## src/design/ttag_pkg.sv

```systemverilog
// Package for the tensor transpose address generator.
// Holds the shared widths, register index codes and the queue entry type.
// No dependencies.
package ttag_pkg;

	// Sizes of the block.
	localparam int NUM_DIMS = 4;
	localparam int MAX_RANK = 4;
	localparam int DIM_BITS = 12;
	localparam int EXT_BITS = DIM_BITS + 1;
	localparam int ADDR_BITS = 32;
	localparam int DATA_BITS = 32;
	localparam int RANK_BITS = 3;
	localparam int AXIS_BITS = 2;
	localparam int PERM_BITS = NUM_DIMS * AXIS_BITS;
	localparam int CFG_INDEX_BITS = 3;
	localparam int CFG_DATA_BITS = EXT_BITS;

	// Depth of the queue between front and back.
	localparam int QUEUE_DEPTH = 4;
	localparam int PTR_BITS = 2;
	localparam int COUNT_BITS = PTR_BITS + 1;

	// Largest extent that a dimension may take.
	localparam logic [EXT_BITS-1:0] EXT_MAX = EXT_BITS'(1 << DIM_BITS);

	// Configuration register indexes.
	localparam logic [CFG_INDEX_BITS-1:0] REG_RANK = 3'd0;
	localparam logic [CFG_INDEX_BITS-1:0] REG_DIM_0 = 3'd1;
	localparam logic [CFG_INDEX_BITS-1:0] REG_DIM_3 = 3'd4;
	localparam logic [CFG_INDEX_BITS-1:0] REG_PERM = 3'd5;

	// Reset values of the configuration registers.
	localparam logic [RANK_BITS-1:0] RANK_RESET = 3'd1;
	localparam logic [EXT_BITS-1:0] DIM_RESET = 13'd1;
	localparam logic [PERM_BITS-1:0] PERM_RESET = 8'd228;

	// One classified element, output dimensions right-aligned so that slot
	// NUM_DIMS-1 is the innermost output dimension; unused slots hold
	// position zero and extent one.
	typedef struct packed {
		logic [NUM_DIMS-1:0][DIM_BITS-1:0] pos;
		logic [NUM_DIMS-1:0][EXT_BITS-1:0] ext;
		logic [DATA_BITS-1:0] value;
		logic last;
	} entry_t;

endpackage

```

## src/design/ttag_front.sv

```systemverilog
// Front part of the tensor transpose address generator: configuration
// registers, position counters and the permutation of positions and extents.
// Depends on ttag_pkg.
module ttag_front (
	input  logic clk,
	input  logic arst_n,
	input  logic cfg_wr_en,
	input  logic [ttag_pkg::CFG_INDEX_BITS-1:0] cfg_index,
	input  logic [ttag_pkg::CFG_DATA_BITS-1:0] cfg_data,
	input  logic in_valid,
	input  logic [ttag_pkg::DATA_BITS-1:0] element_value,
	input  logic queue_full,
	output logic push,
	output ttag_pkg::entry_t push_entry
);

	logic [ttag_pkg::RANK_BITS-1:0] rank_q;
	logic [ttag_pkg::NUM_DIMS-1:0][ttag_pkg::EXT_BITS-1:0] dim_q;
	logic [ttag_pkg::PERM_BITS-1:0] perm_q;
	logic [ttag_pkg::NUM_DIMS-1:0][ttag_pkg::DIM_BITS-1:0] ctr_q;
	logic [ttag_pkg::NUM_DIMS-1:0][ttag_pkg::DIM_BITS-1:0] ctr_next;

	logic [ttag_pkg::RANK_BITS-1:0] rank_eff;
	logic [ttag_pkg::NUM_DIMS-1:0][ttag_pkg::EXT_BITS-1:0] ext_eff;
	logic [ttag_pkg::NUM_DIMS-1:0][ttag_pkg::DIM_BITS-1:0] pos_in;
	logic last;

	// A beat is taken whenever the queue has room.
	assign push = in_valid && !queue_full;

	// Configuration registers.
	always_ff @(posedge clk or negedge arst_n) begin
		if (!arst_n) begin
			rank_q <= ttag_pkg::RANK_RESET;
			for (int i = 0; i < ttag_pkg::NUM_DIMS; i++) begin
				dim_q[i] <= ttag_pkg::DIM_RESET;
			end
			perm_q <= ttag_pkg::PERM_RESET;
		end else if (cfg_wr_en) begin
			case (cfg_index) inside
				ttag_pkg::REG_RANK: begin
					rank_q <= cfg_data[ttag_pkg::RANK_BITS-1:0];
				end
				[ttag_pkg::REG_DIM_0:ttag_pkg::REG_DIM_3]: begin
					dim_q[ttag_pkg::AXIS_BITS'(cfg_index - ttag_pkg::REG_DIM_0)] <= cfg_data;
				end
				ttag_pkg::REG_PERM: begin
					perm_q <= cfg_data[ttag_pkg::PERM_BITS-1:0];
				end
				default: begin
				end
			endcase
		end
	end

	// Effective rank, extents and positions, with out-of-range values clamped.
	always_comb begin
		if (rank_q == '0) begin
			rank_eff = ttag_pkg::RANK_BITS'(1);
		end else if (rank_q > ttag_pkg::RANK_BITS'(ttag_pkg::MAX_RANK)) begin
			rank_eff = ttag_pkg::RANK_BITS'(ttag_pkg::MAX_RANK);
		end else begin
			rank_eff = rank_q;
		end
		for (int a = 0; a < ttag_pkg::NUM_DIMS; a++) begin
			if (ttag_pkg::RANK_BITS'(a) >= rank_eff) begin
				ext_eff[a] = ttag_pkg::EXT_BITS'(1);
				pos_in[a] = '0;
			end else begin
				if (dim_q[a] == '0) begin
					ext_eff[a] = ttag_pkg::EXT_BITS'(1);
				end else if (dim_q[a] > ttag_pkg::EXT_MAX) begin
					ext_eff[a] = ttag_pkg::EXT_MAX;
				end else begin
					ext_eff[a] = dim_q[a];
				end
				pos_in[a] = ctr_q[a];
			end
		end
	end

	// The final element is reached when every used counter is at its end.
	always_comb begin
		last = 1'b1;
		for (int a = 0; a < ttag_pkg::NUM_DIMS; a++) begin
			if (ttag_pkg::RANK_BITS'(a) < rank_eff &&
				({1'b0, ctr_q[a]} + ttag_pkg::EXT_BITS'(1)) < ext_eff[a]) begin
				last = 1'b0;
			end
		end
	end

	// Counter increment, carrying from the innermost used dimension outward.
	// Only the outermost counter wraps at the counter width.
	always_comb begin
		logic carry;
		logic cin;
		logic [ttag_pkg::EXT_BITS-1:0] sum;
		carry = 1'b0;
		cin = 1'b0;
		sum = '0;
		for (int k = ttag_pkg::NUM_DIMS - 1; k >= 0; k--) begin
			ctr_next[k] = ctr_q[k];
			if (ttag_pkg::RANK_BITS'(k) < rank_eff) begin
				cin = (ttag_pkg::RANK_BITS'(k + 1) == rank_eff) ? 1'b1 : carry;
				sum = {1'b0, ctr_q[k]} + ttag_pkg::EXT_BITS'(cin);
				if (cin && k > 0 && sum >= ext_eff[k]) begin
					ctr_next[k] = '0;
					carry = 1'b1;
				end else begin
					ctr_next[k] = sum[ttag_pkg::DIM_BITS-1:0];
					carry = 1'b0;
				end
			end
		end
	end

	always_ff @(posedge clk or negedge arst_n) begin
		if (!arst_n) begin
			ctr_q <= '0;
		end else if (push) begin
			ctr_q <= last ? '0 : ctr_next;
		end
	end

	// Permute positions and extents into right-aligned output slots.
	always_comb begin
		logic [ttag_pkg::RANK_BITS-1:0] slot_sum;
		logic [ttag_pkg::AXIS_BITS-1:0] out_dim;
		logic [ttag_pkg::AXIS_BITS-1:0] src;
		slot_sum = '0;
		out_dim = '0;
		src = '0;
		push_entry.value = element_value;
		push_entry.last = last;
		for (int s = 0; s < ttag_pkg::NUM_DIMS; s++) begin
			slot_sum = ttag_pkg::RANK_BITS'(s) + rank_eff;
			if (slot_sum >= ttag_pkg::RANK_BITS'(ttag_pkg::NUM_DIMS)) begin
				out_dim = ttag_pkg::AXIS_BITS'(slot_sum - ttag_pkg::RANK_BITS'(ttag_pkg::NUM_DIMS));
				src = (rank_eff == ttag_pkg::RANK_BITS'(1)) ? '0 :
					perm_q[out_dim*ttag_pkg::AXIS_BITS +: ttag_pkg::AXIS_BITS];
				push_entry.pos[s] = pos_in[src];
				push_entry.ext[s] = ext_eff[src];
			end else begin
				push_entry.pos[s] = '0;
				push_entry.ext[s] = ttag_pkg::EXT_BITS'(1);
			end
		end
	end

endmodule

```

## src/design/ttag_queue.sv

```systemverilog
// Short queue between the front and back parts of the address generator.
// Holds classified elements in arrival order.
// Depends on ttag_pkg.
module ttag_queue (
	input  logic clk,
	input  logic arst_n,
	input  logic push,
	input  ttag_pkg::entry_t push_entry,
	input  logic pop,
	output ttag_pkg::entry_t head_entry,
	output logic full,
	output logic empty
);

	ttag_pkg::entry_t entries_q [ttag_pkg::QUEUE_DEPTH];
	logic [ttag_pkg::PTR_BITS-1:0] wr_ptr_q;
	logic [ttag_pkg::PTR_BITS-1:0] rd_ptr_q;
	logic [ttag_pkg::COUNT_BITS-1:0] count_q;

	assign full = (count_q == ttag_pkg::COUNT_BITS'(ttag_pkg::QUEUE_DEPTH));
	assign empty = (count_q == '0);
	assign head_entry = entries_q[rd_ptr_q];

	// Storage, written at the tail.
	always_ff @(posedge clk) begin
		if (push) begin
			entries_q[wr_ptr_q] <= push_entry;
		end
	end

	// Pointers and fill count.
	always_ff @(posedge clk or negedge arst_n) begin
		if (!arst_n) begin
			wr_ptr_q <= '0;
			rd_ptr_q <= '0;
			count_q <= '0;
		end else begin
			if (push) begin
				wr_ptr_q <= wr_ptr_q + ttag_pkg::PTR_BITS'(1);
			end
			if (pop) begin
				rd_ptr_q <= rd_ptr_q + ttag_pkg::PTR_BITS'(1);
			end
			if (push && !pop) begin
				count_q <= count_q + ttag_pkg::COUNT_BITS'(1);
			end else if (pop && !push) begin
				count_q <= count_q - ttag_pkg::COUNT_BITS'(1);
			end
		end
	end

endmodule

```

## src/design/ttag_back.sv

```systemverilog
// Back part of the address generator: stride products and the dot product
// of positions and strides in a short pipeline, ending in the output register.
// Depends on ttag_pkg.
module ttag_back (
	input  logic clk,
	input  logic arst_n,
	input  ttag_pkg::entry_t head_entry,
	input  logic queue_empty,
	output logic pop,
	output logic out_valid,
	input  logic out_stall,
	output logic [ttag_pkg::ADDR_BITS-1:0] dest_address,
	output logic [ttag_pkg::DATA_BITS-1:0] moved_value,
	output logic tensor_last
);

	logic advance;

	// Stage 1.
	logic v_s1;
	logic [ttag_pkg::ADDR_BITS-1:0] m23_s1;
	logic [ttag_pkg::ADDR_BITS-1:0] t2_s1;
	logic [ttag_pkg::DIM_BITS-1:0] pos0_s1;
	logic [ttag_pkg::DIM_BITS-1:0] pos1_s1;
	logic [ttag_pkg::DIM_BITS-1:0] pos3_s1;
	logic [ttag_pkg::EXT_BITS-1:0] ext1_s1;
	logic [ttag_pkg::DATA_BITS-1:0] value_s1;
	logic last_s1;

	// Stage 2.
	logic v_s2;
	logic [ttag_pkg::ADDR_BITS-1:0] m123_s2;
	logic [ttag_pkg::ADDR_BITS-1:0] t1_s2;
	logic [ttag_pkg::ADDR_BITS-1:0] acc_s2;
	logic [ttag_pkg::DIM_BITS-1:0] pos0_s2;
	logic [ttag_pkg::DATA_BITS-1:0] value_s2;
	logic last_s2;

	// Stage 3.
	logic v_s3;
	logic [ttag_pkg::ADDR_BITS-1:0] t0_s3;
	logic [ttag_pkg::ADDR_BITS-1:0] acc_s3;
	logic [ttag_pkg::DATA_BITS-1:0] value_s3;
	logic last_s3;

	// Output register.
	logic out_valid_q;
	logic [ttag_pkg::ADDR_BITS-1:0] dest_address_q;
	logic [ttag_pkg::DATA_BITS-1:0] moved_value_q;
	logic tensor_last_q;

	// The whole pipeline moves unless a finished beat waits at the output.
	assign advance = !(out_valid_q && out_stall);
	assign pop = advance && !queue_empty;

	assign out_valid = out_valid_q;
	assign dest_address = dest_address_q;
	assign moved_value = moved_value_q;
	assign tensor_last = tensor_last_q;

	// Valid bits of the stages.
	always_ff @(posedge clk or negedge arst_n) begin
		if (!arst_n) begin
			v_s1 <= 1'b0;
			v_s2 <= 1'b0;
			v_s3 <= 1'b0;
			out_valid_q <= 1'b0;
		end else if (advance) begin
			v_s1 <= !queue_empty;
			v_s2 <= v_s1;
			v_s3 <= v_s2;
			out_valid_q <= v_s3;
		end
	end

	// Stage 1: innermost stride product and the second innermost term.
	always_ff @(posedge clk) begin
		if (advance) begin
			m23_s1 <= ttag_pkg::ADDR_BITS'(head_entry.ext[2]) *
				ttag_pkg::ADDR_BITS'(head_entry.ext[3]);
			t2_s1 <= ttag_pkg::ADDR_BITS'(head_entry.pos[2]) *
				ttag_pkg::ADDR_BITS'(head_entry.ext[3]);
			pos0_s1 <= head_entry.pos[0];
			pos1_s1 <= head_entry.pos[1];
			pos3_s1 <= head_entry.pos[3];
			ext1_s1 <= head_entry.ext[1];
			value_s1 <= head_entry.value;
			last_s1 <= head_entry.last;
		end
	end

	// Stage 2: outer stride product, next term and a partial sum.
	always_ff @(posedge clk) begin
		if (advance) begin
			m123_s2 <= m23_s1 * ttag_pkg::ADDR_BITS'(ext1_s1);
			t1_s2 <= ttag_pkg::ADDR_BITS'(pos1_s1) * m23_s1;
			acc_s2 <= ttag_pkg::ADDR_BITS'(pos3_s1) + t2_s1;
			pos0_s2 <= pos0_s1;
			value_s2 <= value_s1;
			last_s2 <= last_s1;
		end
	end

	// Stage 3: outermost term and a further partial sum.
	always_ff @(posedge clk) begin
		if (advance) begin
			t0_s3 <= ttag_pkg::ADDR_BITS'(pos0_s2) * m123_s2;
			acc_s3 <= acc_s2 + t1_s2;
			value_s3 <= value_s2;
			last_s3 <= last_s2;
		end
	end

	// Final sum into the output register.
	always_ff @(posedge clk) begin
		if (advance) begin
			dest_address_q <= acc_s3 + t0_s3;
			moved_value_q <= value_s3;
			tensor_last_q <= last_s3;
		end
	end

endmodule

```

## src/design/tensor_transpose_address_gen.sv

```systemverilog
// Tensor transpose address generator: one element per clock cycle while
// neither in_stall nor out_stall holds. Elements of a tensor of rank 1 to 4
// enter in row-major input order; each leaves with its flat index in the
// transposed tensor, its value unchanged, and tensor_last on the final
// element, after which the position counters restart at zero. A result
// passes through the queue, stages 1 to 3 and the output register, and a
// four-entry queue lets the input keep flowing while the output stalls,
// until it fills. The user must write configuration through the cfg port
// only while no beat is in flight; the block itself does not enforce this.
// Depends on ttag_pkg, ttag_front, ttag_queue and ttag_back.
module tensor_transpose_address_gen (
	input  logic clk,
	input  logic arst_n,
	input  logic cfg_wr_en,
	input  logic [ttag_pkg::CFG_INDEX_BITS-1:0] cfg_index,
	input  logic [ttag_pkg::CFG_DATA_BITS-1:0] cfg_data,
	input  logic in_valid,
	output logic in_stall,
	input  logic [ttag_pkg::DATA_BITS-1:0] element_value,
	output logic out_valid,
	input  logic out_stall,
	output logic [ttag_pkg::ADDR_BITS-1:0] dest_address,
	output logic [ttag_pkg::DATA_BITS-1:0] moved_value,
	output logic tensor_last
);

	logic push;
	logic pop;
	logic queue_full;
	logic queue_empty;
	ttag_pkg::entry_t push_entry;
	ttag_pkg::entry_t head_entry;

	assign in_stall = queue_full;

	// Counters and permutation.
	ttag_front u_front (
		.clk           (clk),
		.arst_n        (arst_n),
		.cfg_wr_en     (cfg_wr_en),
		.cfg_index     (cfg_index),
		.cfg_data      (cfg_data),
		.in_valid      (in_valid),
		.element_value (element_value),
		.queue_full    (queue_full),
		.push          (push),
		.push_entry    (push_entry)
	);

	// Decoupling queue.
	ttag_queue u_queue (
		.clk        (clk),
		.arst_n     (arst_n),
		.push       (push),
		.push_entry (push_entry),
		.pop        (pop),
		.head_entry (head_entry),
		.full       (queue_full),
		.empty      (queue_empty)
	);

	// Address arithmetic and output register.
	ttag_back u_back (
		.clk          (clk),
		.arst_n       (arst_n),
		.head_entry   (head_entry),
		.queue_empty  (queue_empty),
		.pop          (pop),
		.out_valid    (out_valid),
		.out_stall    (out_stall),
		.dest_address (dest_address),
		.moved_value  (moved_value),
		.tensor_last  (tensor_last)
	);

endmodule
```

## config.mk

```make
export PLATFORM = sky130hd
export DESIGN_NAME = tensor_transpose_address_gen
export DESIGN_NICKNAME = d
export VERILOG_FILES = /design/src/design/ttag_pkg.sv /design/src/design/ttag_front.sv /design/src/design/ttag_queue.sv /design/src/design/ttag_back.sv /design/src/design/tensor_transpose_address_gen.sv
export SDC_FILE = /design/constraint.sdc
export NUM_CORES = 2
export LEC_CHECK = 0
export ABC_AREA = 1
export BUFFER_PORTS_ARGS = -buffer_cell sky130_fd_sc_hd__buf_2
export CAP_MARGIN = 0
export CORE_ASPECT_RATIO = 0.8
export CORE_UTILIZATION = 59
export DETAILED_ROUTE_END_ITERATION = 8
export PLACE_DENSITY = 0.79
export SYNTH_ARGS = -nofsm -noshare
export SYNTH_HDL_FRONTEND = slang
export SYNTH_HIERARCHICAL = 1
export SYNTH_SLANG_ARGS = --single-unit
```

## constraint.sdc

```tcl
create_clock -name clk -period 10.6 [get_ports clk]
set_input_delay 1.59 -clock clk [delete_from_list [all_inputs] [get_ports clk]]
set_output_delay 1.59 -clock clk [all_outputs]
set_load 0.05 [all_outputs]
```

==> impl_metrics.toml <==
[layout]
final_cells = 12000
area_growth_syn_to_layout_pct = 5.70
finalNetCount = 11400
drive_gt1_frac = 0.0471
final_cell_area_sq_mm = 0.0945

[place]
place_area_sq_mm = 0.0909
gp_congestion = 1.02
dp.cells = 11800
io_buffers = 119
detailed_place_hpwl_microns = 184000
dp_slack_ns = 0.664

[critical_path]
worst-path-max-fanout = 3
crit_top_cell = "nand2_1"
r2r_slack_ns = 0.98
crit_buf_inv = 11
r2r-end = "u_front/ctr_q[10]$_DFFE_PN0P_"
critPathTopFamily = "simple AND/OR/NAND/NOR gates"
slowest_stage = "dfstp_2"
worstPathArrival_ns = 10.27
r2r_cells = 67
critical_path_depth = 67
critPathLaunchType = "register"
end_kind = "register"
worstPathRequired_ns = 11.25
path_class = "register to register"
rr_startpoint = "u_front/rank_q[0]$_DFFE_PN1P_"
cp_slowest_stage_delay_ns = 0.53

[cts]
clk_latency_ns = 0.78
clk_transition_reported_paths_ns = 0.08
ctsHoldBuffers = 0
cts_tree = "built"
cts_made_buffers = 105
cts_buffer_depth = 3
clockRootBuffer = "clkbuf_16"
htreeDepth = 3
numClockSinks = 1032

[timing]
setup_ws_ns = 0.980
fin_crit_sh = 0.908
setup_violations = 0
slew_viol_final = 0
skew_ns = 0.0780
fin_setup_tns_ns = 0
fmax_mhz = 104
slew-limit-headroom = 0.0589
finalCriticalPeriod_ns = 9.62
rsz0062_at_grt = "false"
worst_pin_slew_ns = 1.41
hold_viol = 0

[synth]
syn_area_per_cell_sq_um = 8.83
synth_cells = 10100
syn-num-nets = 11600
yosysWarningCount = 6
syn_area_sq_mm = 0.0894

[die]
die_area_sq_mm = 0.153
start_util = 0.595
fp.dieH_microns = 350
die_w_microns = 437
io-pin-count = 120
rows = 127
fp.coreArea_sq_mm = 0.150

[min_path]
min_path_type = "register to register"
hold_start = "u_back/value_s3[25]$_DFFE_PN_"
hold_path_depth = 0
min_to = "u_back/moved_value[25]$_DFFE_PN_"

[outcome]
violations = "DRC"
status = "finished with violations"

[detailed_routing]
drt-pass1-iter-count = 9
wire_per_inst_microns = 20.4
wl_microns = 245000
drc = 16
vias_per_cell = 5.69
vias = 68400
antenna_left = 0
drt-initial-drc-count = 7396

[global_routing]
grt_usage = 0.325
grt_start_max_net_pins = 234
grt_pass1_vias = 68800
antenna_found_initial = 13
grt_overflow_total = 0
grt_pass1_wl_microns = 385000

[flow_run]
maxCapViolations = 0
placed cells by master (no fill, tap or decap), types with 8 or more instances in the layout:
cell type,instances
o211ai_1,250
nor3_1,130
ha_1,474
buf_2,118
nor2_2,8
bufinv_16,9
edfxtp_1,910
nand4_1,100
inv_1,2184
nand2_1,2611
xnor2_1,75
dfrtp_1,110
fa_1,946
dfstp_2,9
nand3b_1,14
clkbuf_16,106
clkinv_2,20
nand2_2,8
a21o_1,26
o21ai_0,352
a21boi_0,10
xor2_1,188
clkinvlp_4,10
buf_4,93
a211oi_1,13
a31oi_1,108
o221a_2,8
clkinv_1,13
o21ai_1,10
o21bai_1,30
nand3_1,224
nor4_1,12
nor2_1,368
clkbuf_1,18
a21oi_1,334
flip-flops by register name, indices dropped and copies added (netlist names), 32 cells and up:
signal               count
u_back/value_s2         32
u_back/moved_value      32
u_back/t0_s3            32
u_front/dim_q           52
u_back/value_s3         32
u_back/value_s1         32
u_queue/entries_q      480
u_front/ctr_q           48
u_back/m123_s2          32
u_back/dest_address     32
u_back/acc_s3           32
u_back/t1_s2            32
layout make-up:
type                            instances  area (sq um)
Multi-Input combinational cell       6377         48500
Clock inverter                         68           746
Clock buffer                          128          2770
Antenna cell                            7          17.5
Sequential cell                      1032         30400
Fill cell                           12100         55700
Timing Repair Buffer                  213          1330
Inverter                             2198          8280
Tap cell                             1999          2500
timing repair:
item	CTS	global route
gates resized for setup	0	15
setup endpoints to repair	0	9
endpoints found under the hold margin	0	0
setup buffers	0	1
routing by layer:
layer / share of wire / global-route usage / up-vias
met4: 0.030 / 0.104 / 2
met5: 0.000045 / 0 / -
met1: 0.42 / 0.461 / 33200
met2: 0.44 / 0.495 / 3563
li1: - / - / 31100
met3: 0.11 / 0.0777 / 440
per-stage QoR:
stage          hold WS (ns)  utilization
6_report              0.409        0.629
5_1_grt               0.411        0.629
3_3_place_gp          0.401        0.605
2_1_floorplan         0.400            -
3_5_place_dp          0.405        0.605
4_1_cts               0.395        0.629
how the worst max path moves through the flow:
stage	startpoint	end	slack (ns)
after floorplan	u_front/rank_q[0]$_DFFE_PN1P_	u_front/ctr_q[10]$_DFFE_PN0P_	1.90
after global placement	u_front/rank_q[0]$_DFFE_PN1P_	u_front/ctr_q[10]$_DFFE_PN0P_	0.56
after detailed placement	u_front/rank_q[0]$_DFFE_PN1P_	u_front/ctr_q[10]$_DFFE_PN0P_	0.66
after CTS	u_front/rank_q[0]$_DFFE_PN1P_	u_front/ctr_q[10]$_DFFE_PN0P_	0.63
after global routing	u_front/rank_q[0]$_DFFE_PN1P_	u_front/ctr_q[10]$_DFFE_PN0P_	0.04
final	u_front/rank_q[0]$_DFFE_PN1P_	u_front/ctr_q[10]$_DFFE_PN0P_	0.98
Power is not shown: default switching activity piles up to over one toggle a cycle in this logic, so the estimate is an artifact.
